[src/design/sfdl_pkg.sv]
// Shared types, constants and helper functions for the stereo flanger delay line.
// No dependencies; compiled before every module of the block.
package sfdl_pkg;

    // Default sizes handed to the top level parameters
    localparam int DELAY_FRAMES_DEF = 65536;
    localparam int CHANNELS_DEF     = 2;
    localparam int SINE_ENTRIES_DEF = 1024;

    // Configuration port
    localparam int CFG_DATA_W  = 32;
    localparam int CFG_INDEX_W = 3;

    localparam logic [CFG_INDEX_W-1:0] REG_BASE_DELAY = 3'd0;
    localparam logic [CFG_INDEX_W-1:0] REG_DEPTH      = 3'd1;
    localparam logic [CFG_INDEX_W-1:0] REG_PHASE_INC  = 3'd2;
    localparam logic [CFG_INDEX_W-1:0] REG_FEEDBACK   = 3'd3;
    localparam logic [CFG_INDEX_W-1:0] REG_DRY        = 3'd4;
    localparam logic [CFG_INDEX_W-1:0] REG_WET        = 3'd5;

    // Register reset values
    localparam logic [23:0]        BASE_DELAY_RST = 24'd12288;
    localparam logic [23:0]        DEPTH_RST      = 24'd12288;
    localparam logic [31:0]        PHASE_INC_RST  = 32'd44739;
    localparam logic signed [16:0] GAIN_RST       = 17'sd16384;
    localparam logic [31:0]        LFO_PHASE_RST  = 32'h4000_0000;

    // Sine polynomial coefficients, Q30
    localparam longint POLY_C1 = 64'sd1686629713;
    localparam longint POLY_C3 = -64'sd693598668;
    localparam longint POLY_C5 = 64'sd85569306;
    localparam longint POLY_C7 = -64'sd5026993;
    localparam longint POLY_C9 = 64'sd172271;

    typedef struct packed {
        logic signed [15:0] in_left;
        logic signed [15:0] in_right;
    } in_word_t;

    typedef struct packed {
        logic signed [15:0] out_left;
        logic signed [15:0] out_right;
    } out_word_t;

    typedef struct packed {
        logic [23:0]        base_delay_frames;
        logic [23:0]        depth_frames;
        logic [31:0]        phase_increment;
        logic signed [16:0] feedback_gain;
        logic signed [16:0] dry_gain;
        logic signed [16:0] wet_gain;
    } cfg_t;

    // Controller states, one-hot
    typedef enum logic [13:0] {
        ST_CLEAR  = 14'b00000000000001,
        ST_IDLE   = 14'b00000000000010,
        ST_ROM_A  = 14'b00000000000100,
        ST_ROM_B  = 14'b00000000001000,
        ST_LFO    = 14'b00000000010000,
        ST_DELAY  = 14'b00000000100000,
        ST_ADDR   = 14'b00000001000000,
        ST_WR_IN  = 14'b00000010000000,
        ST_RD1    = 14'b00000100000000,
        ST_RD2    = 14'b00001000000000,
        ST_INTERP = 14'b00010000000000,
        ST_STORE  = 14'b00100000000000,
        ST_MIX    = 14'b01000000000000,
        ST_FINISH = 14'b10000000000000
    } state_t;

    // Datapath operations issued by the controller
    typedef enum logic [3:0] {
        OP_NONE,
        OP_CLEAR,
        OP_LOAD,
        OP_ROM_A,
        OP_ROM_B,
        OP_LFO,
        OP_DELAY,
        OP_ADDR,
        OP_WR_IN,
        OP_RD1,
        OP_RD2,
        OP_INTERP,
        OP_STORE,
        OP_MIX,
        OP_FINISH
    } op_t;

    typedef struct packed {
        op_t op;
    } cmd_t;

    typedef struct packed {
        logic clear_last;
        logic last_chan;
        logic out_busy;
    } status_t;

    // Clamp a wide signed value to 16 bits
    function automatic logic signed [15:0] sat16(logic signed [35:0] v);
        logic signed [15:0] r;
        if (v > 36'sd32767)
            r = 16'sh7FFF;
        else if (v < -36'sd32768)
            r = 16'sh8000;
        else
            r = v[15:0];
        return r;
    endfunction

    // Sine of a 32-bit phase in Q1.15, evaluated at elaboration for the table
    function automatic logic signed [15:0] sine_of_phase(longint u);
        longint q;
        longint f;
        longint x;
        longint x2;
        longint p;
        longint s;
        q  = (u >>> 30) & 64'sd3;
        f  = u & 64'sh3FFF_FFFF;
        x  = ((q & 64'sd1) != 0) ? ((64'sd1 <<< 30) - f) : f;
        x2 = (x * x) >>> 30;
        p  = POLY_C9;
        p  = POLY_C7 + ((p * x2) >>> 30);
        p  = POLY_C5 + ((p * x2) >>> 30);
        p  = POLY_C3 + ((p * x2) >>> 30);
        p  = POLY_C1 + ((p * x2) >>> 30);
        s  = (((p * x) >>> 30) + 64'sd16384) >>> 15;
        if (s < 0)
            s = 0;
        if (s > 32767)
            s = 32767;
        if (q >= 2)
            s = -s;
        return s[15:0];
    endfunction

endpackage

[src/design/sfdl_ctrl.sv]
// Controller state machine for the flanger: sequences the clear pass and the
// per-frame steps of the datapath. Depends on sfdl_pkg.
module sfdl_ctrl (
    input  logic              clk,
    input  logic              rst_n,
    input  logic              src_valid,
    output logic              src_ready,
    input  sfdl_pkg::status_t status,
    output sfdl_pkg::cmd_t    cmd,
    output sfdl_pkg::state_t  state
);
    import sfdl_pkg::*;

    state_t state_reg;
    state_t state_next;

    assign state     = state_reg;
    assign src_ready = (state_reg == ST_IDLE);

    // Next state and command
    always_comb
    begin
        state_next = state_reg;
        cmd.op     = OP_NONE;
        unique case (state_reg)
            ST_CLEAR:
            begin
                cmd.op = OP_CLEAR;
                if (status.clear_last)
                    state_next = ST_IDLE;
            end
            ST_IDLE:
            begin
                if (src_valid)
                begin
                    cmd.op     = OP_LOAD;
                    state_next = ST_ROM_A;
                end
            end
            ST_ROM_A:
            begin
                cmd.op     = OP_ROM_A;
                state_next = ST_ROM_B;
            end
            ST_ROM_B:
            begin
                cmd.op     = OP_ROM_B;
                state_next = ST_LFO;
            end
            ST_LFO:
            begin
                cmd.op     = OP_LFO;
                state_next = ST_DELAY;
            end
            ST_DELAY:
            begin
                cmd.op     = OP_DELAY;
                state_next = ST_ADDR;
            end
            ST_ADDR:
            begin
                cmd.op     = OP_ADDR;
                state_next = ST_WR_IN;
            end
            ST_WR_IN:
            begin
                cmd.op     = OP_WR_IN;
                state_next = ST_RD1;
            end
            ST_RD1:
            begin
                cmd.op     = OP_RD1;
                state_next = ST_RD2;
            end
            ST_RD2:
            begin
                cmd.op     = OP_RD2;
                state_next = ST_INTERP;
            end
            ST_INTERP:
            begin
                cmd.op     = OP_INTERP;
                state_next = ST_STORE;
            end
            ST_STORE:
            begin
                cmd.op     = OP_STORE;
                state_next = ST_MIX;
            end
            ST_MIX:
            begin
                cmd.op     = OP_MIX;
                state_next = status.last_chan ? ST_FINISH : ST_WR_IN;
            end
            ST_FINISH:
            begin
                // hold until the output register has room
                if (!status.out_busy)
                begin
                    cmd.op     = OP_FINISH;
                    state_next = ST_IDLE;
                end
            end
            default:
            begin
                state_next = ST_CLEAR;
            end
        endcase
    end

    always_ff @(posedge clk or negedge rst_n)
    begin
        if (!rst_n)
            state_reg <= ST_CLEAR;
        else
            state_reg <= state_next;
    end

endmodule

[config.mk]
export PLATFORM = sky130hd
export DESIGN_NAME = sfdl_ctrl
export DESIGN_NICKNAME = d
export VERILOG_FILES = /design/src/design/sfdl_pkg.sv /design/src/design/sfdl_ctrl.sv
export SDC_FILE = /design/constraint.sdc
export NUM_CORES = 1
export LEC_CHECK = 0
export BUFFER_PORTS_ARGS = -buffer_cell sky130_fd_sc_hd__buf_2
export CORE_MARGIN = 3
export CORE_UTILIZATION = 54
export DETAILED_ROUTE_END_ITERATION = 6
export PLACE_DENSITY = 0.82
export SLEW_MARGIN = 40
export SYNTH_ARGS = -nofsm -noshare
export SYNTH_HDL_FRONTEND = slang
export SYNTH_SLANG_ARGS = --single-unit
[constraint.sdc]
create_clock -name clk -period 6.3 [get_ports clk]
set_clock_uncertainty 0.15 [all_clocks]
set_input_delay 1.26 -clock clk [delete_from_list [all_inputs] [get_ports clk]]
set_output_delay 1.26 -clock clk [all_outputs]
set_load 0.03 [all_outputs]
==> out/results.tsv <==
metric	value	unit
Hold Buf Count CTS	0	
syn_area_per_cell	9.70	sq um
final antenna-violating net count	0	
Slew headroom	60.3	%
share of layout cells above drive strength 1	31.0	%
CTS resizes	0	
worst-skew pair later-pin latency	280	ps
CP Cell Sequence	nor4_4 > nand3_1 > o221ai_1 > or2_2 > buf_2	
worst path buffer plus inverter count	1	
DRC viols	0	
worst reg-to-reg path cell count	4	
ys flop type	dfrtp_1	
Placement Setup Slack	2770	ps
wirelength, routed	2.22	mm
Clock transition at path regs	90	ps
mux share of post-synthesis cell area	0	%
Slew Viols, Final	0	
Syn. warnings	0	
initial drt markers	22	
asr flop ratio synth	100	%
dpl cell area	1010	sq um
final net count	123	
setup bufs post-CTS	0	
Max VDD drop	0.267	mV
Finished Cell Area	1040	sq um
Synth Register Bits	14	
CTS tree	yes	
largest net degree at the start of global routing	15	
Detailed Place HPWL	1.58	mm
vias in the first global route	776	
final worst path period share	60.2	%
Clock Tree Buf Depth	2	
largest family of logic cells by synthesized area	simple AND/OR/NAND/NOR gates	
Layout area overhead	15.7	%
Synth Instances	93	
total CTS buffers	3	
buffers added on ports	24	
H-tree levels	1	
io pins	25	
Unique masters post-synth	36	
Power Density	304	nW/um^2
Die Area	2200	sq um
max reg flops	14	
Core ar.	1540	sq um
Synth Area in Simple Gates	41.7	%
critical path data arrival time	2380	ps
Critical Path Source Type	flop	
Setup Crit Path Kind	flop to primary output	
Die W	46.9	um
Leak	0.523	nW
drt first pass iters	4	
register area share after synthesis	39.0	%
Initial Util	58.5	%
DR vias	861	
CP max FO	9	
Routed WL per cell	16.8	um
TNS Setup	0	ps
Crit. path cell count	5	
min Tclk post-route	3790	ps
Filler cells	144	
Worst Path Required	4890	ps
GRT Resource Usage Total	22.6	%
Post-Syn Nets	99	
Final setup viols	0	
cell area after synthesis	902	sq um
Synth Area in Compound Gates	9.99	%
delay-heaviest family, CP	simple AND/OR/NAND/NOR gates	
f_max	264	MHz
Worst Hold Class	flop to flop	
clock sinks	14	
Crit. End Element	primary output	
routability cong.	0.845	
Post-Synth Adder-Cell Area	0	%
Hold Path Stages	1	
xor/xnor share of the synthesized area	2.91	%
Crit path largest cell delay	620	ps
chip height	46.9	um
Std-Cell Rows	14	
Root Driver	clkbuf_4	
max-cap viol count	0	
Layout Cells excl Fill	132	
RSZ-0062 raised after global routing	no	
endpoints failing hold	0	
Slew @ Worst Pin	591	ps
n_diodes	0	
Critical Path Slowest Stage Cell	nor4_4	
vias per cell	6.52	
worst hold slack	477	ps
first-pass GRT wire length	3.55	mm
dpl cells	128	
number of flops mapped to enable cells by yosys	0	
final setup margin	2510	ps
initial antenna violation count	0	
Remaining Overflow, GRT	0	
status	finished, final reports clean	
## report_power, final
group	switching [W]	total, W	internal, W
logic	0.0000862	0.000136	0.0000499
registers	0.0000154	0.000116	0.000101
clock network	0.0000301	0.0000652	0.0000351
## worst reg2reg max path: stages (launching register included)
cell and delay [ps]:
dfrtp_1 490, nor4_4 620, nand4_4 190, or3_1 410
a22o_1 190
## kinds of logic (layout without fill, tap and decap cells)
group                  after synthesis  after routing
AND/OR/NAND/NOR                     52             52
flip-flops                          14             14
AO/OA/AOI/OAI                       13             13
buffers and inverters               11             34
XOR/XNOR                             3              3
## cell usage in the layout (no fill, tap or decap), drive strengths merged, types with 2 or more instances in the layout
| master | count |
|---|---|
| inv | 6 |
| nor2 | 8 |
| nand2b | 3 |
| a21oi | 2 |
| nand3 | 5 |
| nand4 | 7 |
| nand2 | 4 |
| xor2 | 2 |
| buf | 24 |
| nor3 | 3 |
| o22ai | 3 |
| clkbuf | 4 |
| dfrtp | 13 |
| or4 | 2 |
| nor4b | 8 |
| nor4 | 6 |
| o21ai | 2 |
## synth_stat cells (3+ instances only)
master / count / area share (%)
dfrtp_1: 13 / 36
inv_1: 6 / 2.5
nand3_1: 5 / 2.8
nand2b_1: 3 / 2.1
nand2_1: 4 / 1.7
nor4_1: 3 / 2.1
nor4_4: 3 / 7.1
nand4_1: 6 / 4.2
nor2_1: 7 / 2.9
o22ai_1: 3 / 2.1
nor3_1: 3 / 1.7
nor4b_1: 8 / 7.8
## per-stage QoR
step	utilization (%)	power [W]
detailed placement	65.3	0.000253
global route	67.7	0.000336
CTS	67.7	0.000318
finish	67.7	0.000317
floorplan	-	0.000219
global placement	65.3	0.000251
## layout make-up
type / instances / area (sq um) / share of cell area, %
repair buffers: 24 / 120 / 11.5
flip-flops and latches: 14 / 352 / 33.7
inverters: 6 / 22.5 / 2.16
well taps: 16 / 20.0 / 1.92
clock buffers: 4 / 36.3 / 3.48
multi-input cells: 68 / 493 / 47.2
## routing by layer
| metal | global-route usage (%) | part of all wire [%] | vias up |
|---|---|---|---|
| met4 | 6.63 | 1.2 | 0 |
| met2 | 35.0 | 47 | 33 |
| li1 | - | - | 406 |
| met5 | 0 | 0 | - |
| met3 | 3.83 | 5.9 | 4 |
| met1 | 32.3 | 46 | 418 |
## worst paths after layout
kind,startpoint,to,slack (ps)
worst max-delay path,state[4],cmd[3],2510
worst min-delay path,state[9],state[9],480
worst max register to register,state[4],state[1],4150
worst min register to register,state[9],state[9],480
max in group asynchronous,rst_n,state[0],5000
min in group asynchronous,rst_n,state[13],710
No activity file was read; power rests on OpenSTA's default activity.
